File: config.mk
export PLATFORM = sky130hd
export DESIGN_NAME = ip_header_fragment_parser
export DESIGN_NICKNAME = d
export VERILOG_FILES = /design/src/design/ihfp_pkg.sv /design/src/design/ihfp_core.sv /design/src/design/ip_header_fragment_parser.sv
export VERILOG_INCLUDE_DIRS = /design/src /design/src/design
export SDC_FILE = /design/constraint.sdc
export NUM_CORES = 1
export LEC_CHECK = 0
export BUFFER_PORTS_ARGS = -buffer_cell sky130_fd_sc_hd__buf_2
export CORE_MARGIN = 3
export CORE_UTILIZATION = 34
export DETAILED_ROUTE_END_ITERATION = 10
export GPL_TIMING_DRIVEN = 0
export PLACE_DENSITY = 0.57
export RECOVER_POWER = 50
export SYNTH_ARGS = -nofsm -noshare
export SYNTH_HDL_FRONTEND = slang
export SYNTH_SLANG_ARGS = --single-unit
File: constraint.sdc
create_clock -name clk -period 8.3 [get_ports clk]
set_clock_uncertainty 0.2 [all_clocks]
set_input_delay 0.415 -clock clk [delete_from_list [all_inputs] [get_ports clk]]
set_output_delay 0.415 -clock clk [all_outputs]
set_load 0.03 [all_outputs]
File: src/design/ip_header_fragment_parser_macros.svh
// ----------------------------------------------------------------------------
// IP header fragment parser assertion macros
// Shorthand for clocked concurrent checks, disabled while reset is asserted.
// ----------------------------------------------------------------------------
`ifndef IP_HEADER_FRAGMENT_PARSER_MACROS_SVH
`define IP_HEADER_FRAGMENT_PARSER_MACROS_SVH

// Consequent must hold in the same cycle as the antecedent.
`define IHFP_ASSERT_SAME(label, ante, cons, msg) \
  label: assert property (@(posedge clk) disable iff (!rst_n) (ante) |-> (cons)) \
    else $error(msg);

// Consequent must hold in the cycle after the antecedent.
`define IHFP_ASSERT_NEXT(label, ante, cons, msg) \
  label: assert property (@(posedge clk) disable iff (!rst_n) (ante) |=> (cons)) \
    else $error(msg);

`endif

File: src/design/ihfp_pkg.sv
// ----------------------------------------------------------------------------
// ihfp_pkg
// Shared types and constants of the IP header fragment parser.
// ----------------------------------------------------------------------------
`timescale 1ns / 1ps

package ihfp_pkg;

  // Largest header the parser walks before reporting too long.
  localparam int MAX_HEADER_BYTES = 4096;
  localparam int POS_BITS_NEEDED  = $clog2(MAX_HEADER_BYTES + 1);
  // Position width; never below the 13-bit header_length field.
  localparam int POS_W = (POS_BITS_NEEDED > 13) ? POS_BITS_NEEDED : 13;

  // Result status codes
  localparam logic [1:0] STATUS_COMPLETE    = 2'd0;
  localparam logic [1:0] STATUS_UNSUPPORTED = 2'd1;
  localparam logic [1:0] STATUS_TRUNCATED   = 2'd2;
  localparam logic [1:0] STATUS_TOO_LONG    = 2'd3;

  // IP versions
  localparam logic [3:0] VER_IPV4 = 4'h4;
  localparam logic [3:0] VER_IPV6 = 4'h6;

  // Header geometry
  localparam int V4_MIN_END   = 8;   // fragment fields end at byte 7
  localparam int V6_FIXED_LEN = 40;
  localparam int EXT_MIN_LEN  = 8;

  // IPv6 next header codes
  localparam logic [7:0] NH_HOP_BY_HOP = 8'd0;
  localparam logic [7:0] NH_ROUTING    = 8'd43;
  localparam logic [7:0] NH_FRAGMENT   = 8'd44;
  localparam logic [7:0] NH_ESP        = 8'd50;
  localparam logic [7:0] NH_AUTH       = 8'd51;
  localparam logic [7:0] NH_DEST_OPTS  = 8'd60;
  localparam logic [7:0] NH_MOBILITY   = 8'd135;
  localparam logic [7:0] NH_HIP        = 8'd139;
  localparam logic [7:0] NH_SHIM6      = 8'd140;
  localparam logic [7:0] NH_EXP_A      = 8'd253;
  localparam logic [7:0] NH_EXP_B      = 8'd254;

  typedef enum logic [2:0] {
    PH_IDLE = 3'd0,
    PH_V4   = 3'd1,
    PH_V6   = 3'd2,
    PH_OPT  = 3'd3,
    PH_FRAG = 3'd4,
    PH_AUTH = 3'd5,
    PH_SKIP = 3'd6
  } ihfp_phase_t;

  typedef struct packed {
    logic [7:0] data_byte;
    logic       first_byte;
    logic       last_byte;
  } ihfp_in_t;

  typedef struct packed {
    logic [1:0]  status;
    logic [3:0]  ip_version;
    logic [12:0] header_length;
    logic        fragment_found;
    logic [31:0] identification;
    logic [12:0] fragment_offset;
    logic        more_fragments;
  } ihfp_out_t;

  typedef struct packed {
    logic res_valid;  // this byte settles the packet's result
    logic busy;       // a packet is being walked
  } ihfp_core_sts_t;

endpackage

File: src/design/ihfp_core.sv
// ----------------------------------------------------------------------------
// ihfp_core
// Per-byte parse state and the combinational step that walks the header chain.
// ----------------------------------------------------------------------------
`timescale 1ns / 1ps

module ihfp_core
  import ihfp_pkg::*;
(
  input  logic           clk,
  input  logic           rst_n,
  input  logic           step_en,
  input  ihfp_in_t       item,
  output ihfp_core_sts_t sts,
  output ihfp_out_t      res
);

  localparam logic [POS_W-1:0] V4_POS_ID_HI  = POS_W'(4);
  localparam logic [POS_W-1:0] V4_POS_ID_LO  = POS_W'(5);
  localparam logic [POS_W-1:0] V4_POS_OFF_HI = POS_W'(6);
  localparam logic [POS_W-1:0] V4_POS_OFF_LO = POS_W'(7);
  localparam logic [POS_W-1:0] V6_POS_NH     = POS_W'(6);
  localparam logic [2:0]       REL_NH        = 3'd0;
  localparam logic [2:0]       REL_OFF_HI    = 3'd2;
  localparam logic [2:0]       REL_OFF_LO    = 3'd3;
  localparam logic [2:0]       REL_ID_FIRST  = 3'd4;
  localparam logic [2:0]       REL_LAST      = 3'd7;
  localparam logic [POS_W:0]   MAX_W         = (POS_W + 1)'(MAX_HEADER_BYTES);
  localparam logic [POS_W:0]   EXT_MIN_W     = (POS_W + 1)'(EXT_MIN_LEN);

  ihfp_phase_t      phase_r, phase_nxt;
  logic [POS_W-1:0] pos_r, pos_nxt;
  logic [7:0]       pend_r, pend_nxt;
  logic [POS_W-1:0] end_r, end_nxt;
  logic [3:0]       ver_r, ver_nxt;
  logic [31:0]      ident_r, ident_nxt;
  logic [12:0]      off_r, off_nxt;
  logic             more_r, more_nxt;
  logic             fseen_r, fseen_nxt;

  logic [POS_W-1:0] pos_inc;
  logic [POS_W:0]   pos_inc_w;
  logic             hdr_last;
  logic [2:0]       rel;
  logic [5:0]       v4_len;
  logic [11:0]      opt_len;
  logic [10:0]      auth_len;
  logic [POS_W:0]   ext_end_w;
  logic [POS_W:0]   disp_end_w;
  logic             disp_en;
  logic             disp_ext;
  ihfp_phase_t      disp_phase;
  logic             emit_en;
  logic [1:0]       emit_status;
  logic [12:0]      emit_len;
  logic             ok;
  logic             fr;

  assign pos_inc    = pos_r + POS_W'(1);
  assign pos_inc_w  = {1'b0, pos_inc} + (POS_W + 1)'(1);
  assign hdr_last   = (pos_inc_w == {1'b0, end_r});
  // Offset within the current 8-byte extension header; only the low bits matter.
  assign rel        = 3'(pos_inc - end_r);
  assign v4_len     = {item.data_byte[3:0], 2'b00};
  assign opt_len    = {({1'b0, item.data_byte} + 9'd1), 3'b000};
  assign auth_len   = {({1'b0, item.data_byte} + 9'd2), 2'b00};
  assign ext_end_w  = {1'b0, pos_r}
                    + ((phase_r == PH_OPT) ? (POS_W + 1)'(opt_len) : (POS_W + 1)'(auth_len));
  assign disp_end_w = {1'b0, end_r} + EXT_MIN_W;

  always_comb begin
    phase_nxt   = phase_r;
    pos_nxt     = pos_r;
    pend_nxt    = pend_r;
    end_nxt     = end_r;
    ver_nxt     = ver_r;
    ident_nxt   = ident_r;
    off_nxt     = off_r;
    more_nxt    = more_r;
    fseen_nxt   = fseen_r;
    emit_en     = 1'b0;
    emit_status = STATUS_COMPLETE;
    emit_len    = '0;
    disp_en     = 1'b0;
    disp_ext    = 1'b0;
    disp_phase  = PH_IDLE;

    if (item.first_byte) begin
      pos_nxt   = '0;
      pend_nxt  = '0;
      end_nxt   = '0;
      ver_nxt   = item.data_byte[7:4];
      ident_nxt = '0;
      off_nxt   = '0;
      more_nxt  = 1'b0;
      fseen_nxt = 1'b0;
      phase_nxt = PH_IDLE;
      if (ver_nxt == VER_IPV4) begin
        pend_nxt  = 8'(v4_len);
        end_nxt   = (v4_len < 6'(V4_MIN_END)) ? POS_W'(V4_MIN_END) : POS_W'(v4_len);
        fseen_nxt = 1'b1;
        phase_nxt = PH_V4;
      end else if (ver_nxt == VER_IPV6) begin
        end_nxt   = POS_W'(V6_FIXED_LEN);
        phase_nxt = PH_V6;
      end else begin
        emit_en     = 1'b1;
        emit_status = STATUS_UNSUPPORTED;
      end
    end else if (phase_r != PH_IDLE) begin
      pos_nxt = pos_inc;
      case (phase_r)
        PH_V4: begin
          if (pos_inc == V4_POS_ID_HI) begin
            ident_nxt = {16'h0000, item.data_byte, 8'h00};
          end else if (pos_inc == V4_POS_ID_LO) begin
            ident_nxt = {ident_r[31:8], item.data_byte};
          end else if (pos_inc == V4_POS_OFF_HI) begin
            more_nxt = item.data_byte[5];
            off_nxt  = {item.data_byte[4:0], 8'h00};
          end else if (pos_inc == V4_POS_OFF_LO) begin
            off_nxt = {off_r[12:8], item.data_byte};
          end
          if (hdr_last) begin
            emit_en  = 1'b1;
            emit_len = 13'(pend_r);
          end
        end
        PH_V6: begin
          if (pos_inc == V6_POS_NH) begin
            pend_nxt = item.data_byte;
          end
          disp_en = hdr_last;
        end
        PH_OPT, PH_AUTH: begin
          if (rel == REL_NH) begin
            pend_nxt = item.data_byte;
          end else if (ext_end_w > MAX_W) begin
            emit_en     = 1'b1;
            emit_status = STATUS_TOO_LONG;
          end else begin
            end_nxt   = ext_end_w[POS_W-1:0];
            phase_nxt = PH_SKIP;
          end
        end
        PH_FRAG: begin
          if (rel == REL_NH) begin
            pend_nxt = item.data_byte;
          end else if (!fseen_r && rel == REL_OFF_HI) begin
            off_nxt = {item.data_byte, 5'b00000};
          end else if (!fseen_r && rel == REL_OFF_LO) begin
            off_nxt  = {off_r[12:5], item.data_byte[7:3]};
            more_nxt = item.data_byte[0];
          end else if (!fseen_r && rel >= REL_ID_FIRST) begin
            ident_nxt = {ident_r[23:0], item.data_byte};
          end
          if (rel == REL_LAST) begin
            fseen_nxt = 1'b1;
            disp_en   = 1'b1;
          end
        end
        PH_SKIP: begin
          disp_en = hdr_last;
        end
        default: begin
          phase_nxt = PH_IDLE;
        end
      endcase
    end

    // Start the next header at end_r, or end the walk with a result.
    if (disp_en) begin
      case (pend_nxt)
        NH_HOP_BY_HOP, NH_DEST_OPTS, NH_ROUTING: begin
          disp_ext   = 1'b1;
          disp_phase = PH_OPT;
        end
        NH_FRAGMENT: begin
          disp_ext   = 1'b1;
          disp_phase = PH_FRAG;
        end
        NH_AUTH: begin
          disp_ext   = 1'b1;
          disp_phase = PH_AUTH;
        end
        NH_ESP, NH_MOBILITY, NH_HIP, NH_SHIM6, NH_EXP_A, NH_EXP_B: begin
          emit_en     = 1'b1;
          emit_status = STATUS_UNSUPPORTED;
        end
        default: begin
          emit_en  = 1'b1;
          emit_len = end_r[12:0];
        end
      endcase
      if (disp_ext) begin
        if (disp_end_w > MAX_W) begin
          emit_en     = 1'b1;
          emit_status = STATUS_TOO_LONG;
        end else begin
          end_nxt   = disp_end_w[POS_W-1:0];
          phase_nxt = disp_phase;
        end
      end
    end

    if (emit_en) begin
      phase_nxt = PH_IDLE;
    end
    if (!emit_en && item.last_byte && phase_nxt != PH_IDLE) begin
      emit_en     = 1'b1;
      emit_status = STATUS_TRUNCATED;
    end
    if (item.last_byte) begin
      phase_nxt = PH_IDLE;
    end
  end

  assign ok = (emit_status == STATUS_COMPLETE);
  assign fr = ok && fseen_nxt;

  always_comb begin
    res.status          = emit_status;
    res.ip_version      = ver_nxt;
    res.header_length   = ok ? emit_len : 13'd0;
    res.fragment_found  = fr;
    res.identification  = fr ? ident_nxt : 32'd0;
    res.fragment_offset = fr ? off_nxt : 13'd0;
    res.more_fragments  = fr && more_nxt;
  end

  assign sts.res_valid = emit_en;
  assign sts.busy      = (phase_r != PH_IDLE);

  always_ff @(posedge clk) begin
    if (!rst_n) begin
      phase_r <= PH_IDLE;
      pos_r   <= '0;
      pend_r  <= '0;
      end_r   <= '0;
      ver_r   <= '0;
      ident_r <= '0;
      off_r   <= '0;
      more_r  <= 1'b0;
      fseen_r <= 1'b0;
    end else if (step_en) begin
      phase_r <= phase_nxt;
      pos_r   <= pos_nxt;
      pend_r  <= pend_nxt;
      end_r   <= end_nxt;
      ver_r   <= ver_nxt;
      ident_r <= ident_nxt;
      off_r   <= off_nxt;
      more_r  <= more_nxt;
      fseen_r <= fseen_nxt;
    end
  end

endmodule

File: src/design/ip_header_fragment_parser.sv
// ----------------------------------------------------------------------------
// ip_header_fragment_parser
// Byte-stream IP header length and fragment field extractor.
// ----------------------------------------------------------------------------
// Feed an IP packet one byte per transaction, first_byte on the version byte
// and last_byte on the final one. Each packet yields exactly one result: the
// header length (IPv4 IHL, or the 40-byte IPv6 header plus its walked
// extension chain) with the fragment fields, or an unsupported, truncated or
// too-long status; bytes after the result are ignored until the next
// first_byte. The block takes one byte every cycle while the result side keeps
// up. A result reaches out_* by way of the input register and the result
// register: the byte sits in the input register, the parse step between it and
// the result register is combinational, and the result register loads when
// the held byte advances. While a result waits unaccepted, the held byte
// does not advance and the input stalls once the input register is full.
`timescale 1ns / 1ps

`include "ip_header_fragment_parser_macros.svh"

module ip_header_fragment_parser
  import ihfp_pkg::*;
(
  input  logic      clk,
  input  logic      rst_n,
  input  logic      in_valid,
  output logic      in_ready,
  input  ihfp_in_t  in_data,
  output logic      out_valid,
  input  logic      out_ready,
  output ihfp_out_t out_data
);

  logic           in_valid_r;
  ihfp_in_t       in_data_r;
  logic           out_valid_r;
  ihfp_out_t      out_data_r;
  logic           adv;
  ihfp_core_sts_t core_sts;
  ihfp_out_t      core_res;

  // Advance the held byte whenever the result register can take its result.
  assign adv      = in_valid_r && (!out_valid_r || out_ready);
  assign in_ready = !in_valid_r || adv;

  ihfp_core u_core (
    .clk     (clk),
    .rst_n   (rst_n),
    .step_en (adv),
    .item    (in_data_r),
    .sts     (core_sts),
    .res     (core_res)
  );

  always_ff @(posedge clk) begin
    if (!rst_n) begin
      in_valid_r <= 1'b0;
    end else if (in_ready) begin
      in_valid_r <= in_valid;
    end
  end

  always_ff @(posedge clk) begin
    if (in_valid && in_ready) begin
      in_data_r <= in_data;
    end
  end

  always_ff @(posedge clk) begin
    if (!rst_n) begin
      out_valid_r <= 1'b0;
    end else if (adv && core_sts.res_valid) begin
      out_valid_r <= 1'b1;
    end else if (out_ready) begin
      out_valid_r <= 1'b0;
    end
  end

  always_ff @(posedge clk) begin
    if (adv && core_sts.res_valid) begin
      out_data_r <= core_res;
    end
  end

  assign out_valid = out_valid_r;
  assign out_data  = out_data_r;

  `IHFP_ASSERT_SAME(a_ready_when_empty, !out_valid_r, in_ready, "input stalled with empty result register")
  `IHFP_ASSERT_SAME(a_fail_no_length, out_valid_r && out_data_r.status != STATUS_COMPLETE, out_data_r.header_length == 13'd0 && !out_data_r.fragment_found, "failed result carries length or fragment data")
  `IHFP_ASSERT_SAME(a_v4_has_frag, out_valid_r && out_data_r.status == STATUS_COMPLETE && out_data_r.ip_version == VER_IPV4, out_data_r.fragment_found, "complete IPv4 result without fragment fields")
  `IHFP_ASSERT_NEXT(a_idle_after_result, adv && core_sts.res_valid, !core_sts.busy, "parser still busy after reporting")

endmodule
==> results of run 1 <==
cells in the mapped netlist, types with 15 or more instances:
library cell | instances | area, sq um
nor3_1 | 33 | 165.2
xor2_1 | 15 | 131.4
nor2b_1 | 15 | 93.84
inv_1 | 19 | 71.32
a22o_1 | 18 | 157.7
nor2_1 | 134 | 503.0
o21ai_0 | 40 | 200.2
edfxtp_1 | 76 | 2282
and3_1 | 29 | 181.4
a22oi_1 | 50 | 375.4
mux2i_1 | 24 | 240.2
nor4_1 | 38 | 237.7
and2_1 | 22 | 137.6
a211oi_1 | 17 | 127.6
nand3_1 | 35 | 175.2
nand2_1 | 104 | 390.4
a21oi_1 | 96 | 480.5
clkbuf_1 | 75 | 281.5
ha_1 | 21 | 262.8
xnor2_1 | 21 | 183.9
dfxtp_1 | 90 | 1802
worst max-delay path by stage:
stage	startpoint	to	cells after the start
2_1_floorplan	u_core.phase_r[2]	out_data[0]	20
3_3_place_gp	u_core.pos_r[0]	out_data[17]	17
3_5_place_dp	u_core.pos_r[0]	out_data[18]	19
4_1_cts	u_core.pos_r[0]	out_data[0]	19
5_1_grt	u_core.pos_r[0]	out_data[40]	19
6_report	u_core.pos_r[0]	out_data[0]	19
per-stage QoR:
stage / setup TNS, ns / utilization / hold WS (ns) / cells
2_1_floorplan: 0 / - / 0.2338 / 1216
3_5_place_dp: 0 / 0.3817 / 0.2460 / 1689
6_report: 0 / 0.4004 / 0.09107 / 1731
3_3_place_gp: -103.37 / 0.3799 / 0.2389 / 1687
4_1_cts: 0 / 0.4041 / 0.003260 / 1731
5_1_grt: 0 / 0.4004 / 0.1000 / 1731
metal layers:
metal  vias to the layer above  GRT usage
met5                         -          0
met4                         0    0.08288
met3                        73    0.04764
met2                       507     0.3259
met1                      4913     0.3099
li1                       4780          -
flip-flops by register name, indices dropped and copies added, names as in the netlist, 3 cells and up:
register and cells:
u_core.ident_r 32, u_core.off_r 13, in_data_r 10, out_data 66, u_core.pos_r 13, u_core.ver_r 4, u_core.pend_r 8, u_core.end_r 13
u_core.phase_r 3
layout make-up:
class	count	area (sq um)	share of cell area
Buffer	102	425.4	0.03528
Clock buffer	20	467.9	0.03881
Clock inverter	12	105.1	0.008717
Inverter	20	75.07	0.006227
Multi-Input combinational cell	928	5946	0.4931
Sequential cell	166	4084	0.3387
Tap cell	390	488.0	0.04047
Timing Repair Buffer	93	465.4	0.03861
repair_timing:
action,CTS,global route
endpoints found under the setup margin,0,0
endpoints found under the hold margin,10,0
hold buffers,10,0
resized for setup,0,0
critical path: stages (launching register included):
cell and delay (ns):
dfxtp_1 0.57, clkbuf_1 0.44, inv_1 0.16, ha_1 0.36, inv_1 0.11, fa_1 0.42
xor2_1 0.62, nand2_1 0.25, a211oi_1 0.58, a22o_1 0.26, nor3_2 0.11, or4b_1 0.56
a21oi_1 0.19, o21ai_0 0.20, clkbuf_1 0.33, a31oi_1 0.34, nor2_1 0.12, nor2_4 0.35
buf_16 0.22, buf_12 0.22
power groups by stage:
| stage | Sequential [mW] | Combinational (mW) | Clock, mW |
|---|---|---|---|
| floorplan | 0.916 | 0.0914 | 0 |
| global placement | 0.903 | 0.167 | 0 |
| detailed placement | 0.901 | 0.171 | 0 |
| CTS | 0.883 | 0.175 | 0.803 |
| global route | 0.885 | 0.187 | 0.832 |
| finish | 0.883 | 0.175 | 0.792 |
cell families after synthesis:
| logic type | synth area share |
|---|---|
| adder cells (fa/ha/maj) | 0.02871 |
| flip-flops | 0.3872 |
| XOR/XNOR | 0.03915 |
| buffers and inverters | 0.04746 |
| AND/OR/NAND/NOR | 0.2462 |
| AO/OA/AOI/OAI | 0.2253 |
| multiplexers | 0.02598 |
==> results.toml, run 1 <==
[sta]
setup_violations = 0
final_hold_viol_count = 0
fmax_mhz = 143.2
max-slew-margin-rel = 0.09553
final_max_slew_viol_count = 0
period_needed_ns = 6.983
rsz0062_at_grt = "false"
fin_crit_sh = 0.8414
tightest_slew_ns = 1.345
setup_ws_ns = 1.317

[layout]
layout_commonest_cell = "clkbuf_1"
n_antenna_cell = 0
final_cell_mix = "149 x clkbuf_1, 133 x nor2_1, 104 x nand2_1, 96 x a21oi_1, 90 x dfxtp_1"
syn2layout_area_growth_pct = 14.32
final_design_area_no_fill_sq_um = 12060
layout-drive-gt1-share = 0.06861
fin_nets = 1365
fillCellCount = 3080

[drt]
dr_wl_met2_microns = 16060
met1_length_microns = 16600
ant_nets = 0
met3_wirelength_microns = 2911
avgViaCountPerCell = 5.935
wirelength_microns = 36870
drc = 0
drt_iter0_markers = 1189
via_count = 10270
dr.pass1.iters = 6
avgRoutedWirePerCell_microns = 21.30
top_layer = "met4"

[hold_path]
min_path_cells = 1
hold_path_class = "in -> reg"
hold_end = "in_data_r[2]"
hp-start = "in_data[2]"

[die]
rows = 63
initial_utilization = 0.3502
ioPinCount = 82
coreArea_sq_um = 30110
die_w_microns = 182.1
die_h_microns = 182.1
dieArea_sq_um = 33170

[grt]
grt_pass1_vias = 9465
grt_usage = 0.2185
grt_max_degree = 36
grt_pass1_wl_microns = 56770
antenna_found_initial = 0
grt_overflow = 0

[place]
postPlaceCellArea_sq_um = 11490
dp_hpwl_microns = 27320
io_buffers = 81
place_congestion = 0.9575
preCtsSetupSlack_ns = 1.752

[power]
pwr-share-comb = 0.094
p_leak_nw = 4.117
clkPwrFrac = 0.428
p_int_mw = 1.334
seqPwrFrac = 0.477
ir_drop_mv = 0.1258
p_total_mw = 1.850
power.switching_mw = 0.5157
power_density_nw_per_um2 = 153.4
p_sw_frac = 0.2787

[critical_path]
crit_type = "reg -> reg"
worstSetupEndpointType = "flop"
required_ns = 8.25
crit_path_start_kind = "flop"
ff2ff_setup_slack_ns = 1.32
r2r_end = "out_data[0]"
r2r-start = "u_core.pos_r[0]"
crit_fanout = 35
reg2reg_depth = 19
cp.arrival_ns = 6.93

[clocking]
cts_sinks = 166
cts_tree = "built"
root_buffer = "clkbuf_16"
clk_path_buf_depth = 2
postCtsSetupBuffers = 0
cts_buffers = 17
h-tree-depth = 4
clk_pin_slew_ns = 0.08
insertion_delay_ns = 0.45

[synthesis]
synth_edf_count = 76
syn-num-nets = 1253
synth_top_flop_cell = "dfxtp_1"
async_flop_share = 0
yosysWarnings = 0
synth_cell_type_count = 96
synth_area_sq_um = 10550
ys_ff_latch = 166
ys_seq_area_frac = 0.3872
syn_inst = 1216
syn_avg_cell_area_sq_um = 8.673

[outcome]
status = "completed"

[run]
maxCapViolCount = 0
Note: power is estimated with default switching activity, not from simulation.
==> run 2: changes to the inputs <==
Settings changed: PLACE_DENSITY 0.57 to 0.59.
Clock period 8.3 ns to 6.2 ns, I/O delays scaled along.
==> results.toml, run 2 (same netlist as run 1, synthesis figures left out) <==
[grt]
antenna_found_initial = 0
grt_usage = 0.2150
grt_max_degree = 34
grt_pass1_wl_microns = 56150
grt_pass1_vias = 9407
grt_overflow = 0

[critical_path]
ff2ff_setup_slack_ns = 0.29
worstSetupEndpointType = "flop"
crit_fanout = 33
reg2reg_depth = 19
crit_chain = "buf_2 > inv_1 > ha_1 > inv_1 > fa_1 > xor2_4 > nand2_1 > o221a_1 > o21bai_1 > a2bb2oi_2 > or3b_2 > a21oi_1 > o21ai_0 > buf_2 > a31oi_1 > nor2_1 > nor2_4 > buf_12 > buf_12"
required_ns = 6.14
critPathLaunch = "u_core.pos_r[0]"
crit_path_start_kind = "flop"
cp.arrival_ns = 5.85
cpLargestDelayFamily = "compound AO/OA/AOI/OAI gates"
r2r-start = "u_core.pos_r[0]"
slowest_stage = "or3b_2"
cp.depth = 19
crit_type = "reg -> reg"
critical_path_buf_inv_count = 6
setup.worst_path.end = "out_data[15]"
max_stage_delay_ns = 0.51
r2r_end = "out_data[15]"

[layout]
syn2layout_area_growth_pct = 15.86
final_design_area_no_fill_sq_um = 12220
final_cell_mix = "136 x clkbuf_1, 131 x nor2_1, 104 x nand2_1, 96 x a21oi_1, 89 x dfxtp_1"
largest_register_ffs = 66
layout_commonest_cell = "clkbuf_1"
layout-drive-gt1-share = 0.08915
fillCellCount = 3087
n_antenna_cell = 0
fin_nets = 1370

[die]
rows = 63
die_h_microns = 182.1
coreArea_sq_um = 30110
initial_utilization = 0.3502
ioPinCount = 82
dieArea_sq_um = 33170
die_w_microns = 182.1

[drt]
dr.pass1.iters = 8
avgRoutedWirePerCell_microns = 21.18
via_count = 10310
ant_nets = 0
avgViaCountPerCell = 5.940
wirelength_microns = 36760
drc = 0
drt_iter0_markers = 1417

[clocking]
h-tree-depth = 4
cts_sinks = 166
cts_buffers = 17
root_buffer = "clkbuf_16"
clk_pin_slew_ns = 0.08
clk_path_buf_depth = 2
insertion_delay_ns = 0.45
cts_tree = "built"

[power]
clkPwrFrac = 0.431
power.switching_mw = 0.6816
ir_drop_mv = 0.1712
p_leak_nw = 4.199
p_total_mw = 2.498
pwr-share-comb = 0.095
power_density_nw_per_um2 = 204.5
p_sw_frac = 0.2728
p_int_mw = 1.817
seqPwrFrac = 0.474

[sta]
final_max_slew_viol_count = 0
max-slew-margin-rel = 0.1714
timing.hold.ws_ns = 0.2537
period_needed_ns = 5.912
setup_violations = 0
tightest_slew_ns = 1.232
fin_crit_sh = 0.9535
fmax_mhz = 169.2
final_hold_viol_count = 0
setup_ws_ns = 0.2884

[hold_path]
hold_path_class = "reg -> reg"

[place]
postPlaceCellArea_sq_um = 11490
preCtsSetupSlack_ns = -0.2799
place_congestion = 0.9346
dp_hpwl_microns = 27060
io_buffers = 81

[outcome]
status = "completed"

[run]
maxCapViolCount = 0
-- run 2: cell types whose count changed in the layout (fill, tap and decap cells not counted), sizes merged --
cell         previous run  this run
dlygate4sd3            10        13
buf                    37        39
clkinvlp                1         3
bufinv                  0         1
clkbuf                168       167
clkinv                  4         3
inv                    27        26
-- run 2: through the flow --
| stage | util | TNS, ns | std cells |
|---|---|---|---|
| floorplan | - | 0 | 1216 |
| global placement | 0.3802 | -63.48 | 1687 |
| detailed placement | 0.3815 | -12.97 | 1689 |
| CTS | 0.4061 | 0 | 1735 |
| global route | 0.4058 | -0.09638 | 1736 |
| finish | 0.4058 | 0 | 1736 |
-- run 2: worst reg2reg max path: cells and delay by family (launching register included) --
kind | cells | cell delay (ns)
AO/OA/AOI/OAI | 6 | 1.52
XOR/XNOR | 1 | 0.35
adder cells (fa/ha/maj) | 2 | 0.83
buffers and inverters | 6 | 1.24
flip-flops | 1 | 0.46
AND/OR/NAND/NOR | 4 | 0.98
-- run 2: final cells by class --
type                       count  area, sq um  area share
multi-input combinational    928         6035      0.4939
sequential                   166         4085      0.3343
timing repair buffer          99        510.5     0.04178
tap                          390        488.0     0.03993
clock buffer                  19        454.2     0.03717
buffer                       101        440.4     0.03604
clock inverter                13        131.4     0.01075
inverter                      20        75.07    0.006144
-- run 2: worst min path at each step --
stage | slack, ns | end | from | cells after the start
floorplan | 0.21 | in_data_r[0] | in_data[0] | 0
global placement | 0.24 | u_core.ver_r[2] | u_core.ver_r[2] | 2
detailed placement | 0.25 | u_core.more_r | u_core.more_r | 2
CTS | 0.26 | u_core.more_r | u_core.more_r | 2
global route | 0.27 | u_core.ver_r[1] | u_core.ver_r[1] | 2
finish | 0.25 | u_core.ver_r[3] | u_core.ver_r[3] | 2
-- run 2: power groups by stage --
stage | sequential (mW) | clock (mW) | combinational (mW)
2_1_floorplan | 1.22 | 0 | 0.123
3_3_place_gp | 1.21 | 0 | 0.223
3_5_place_dp | 1.21 | 0 | 0.227
4_1_cts | 1.18 | 1.09 | 0.235
5_1_grt | 1.19 | 1.14 | 0.254
6_report | 1.18 | 1.08 | 0.238
-- run 2: repair_timing --
item,4_1_cts,5_1_grt
hold buffers,13,0
buffers inserted,1,2
gates resized for setup,9,30
hold endpoints to repair,13,0
pin swaps,1,0
setup endpoints to repair,108,123
-- run 2: metal layers --
layer,GRT usage,vias up,wire length [microns]
li1,-,4806,-
met1,0.3119,4929,16630
met2,0.3287,525,16170
met3,0.03867,51,3065
met4,0.06033,0,896
met5,0,-,0
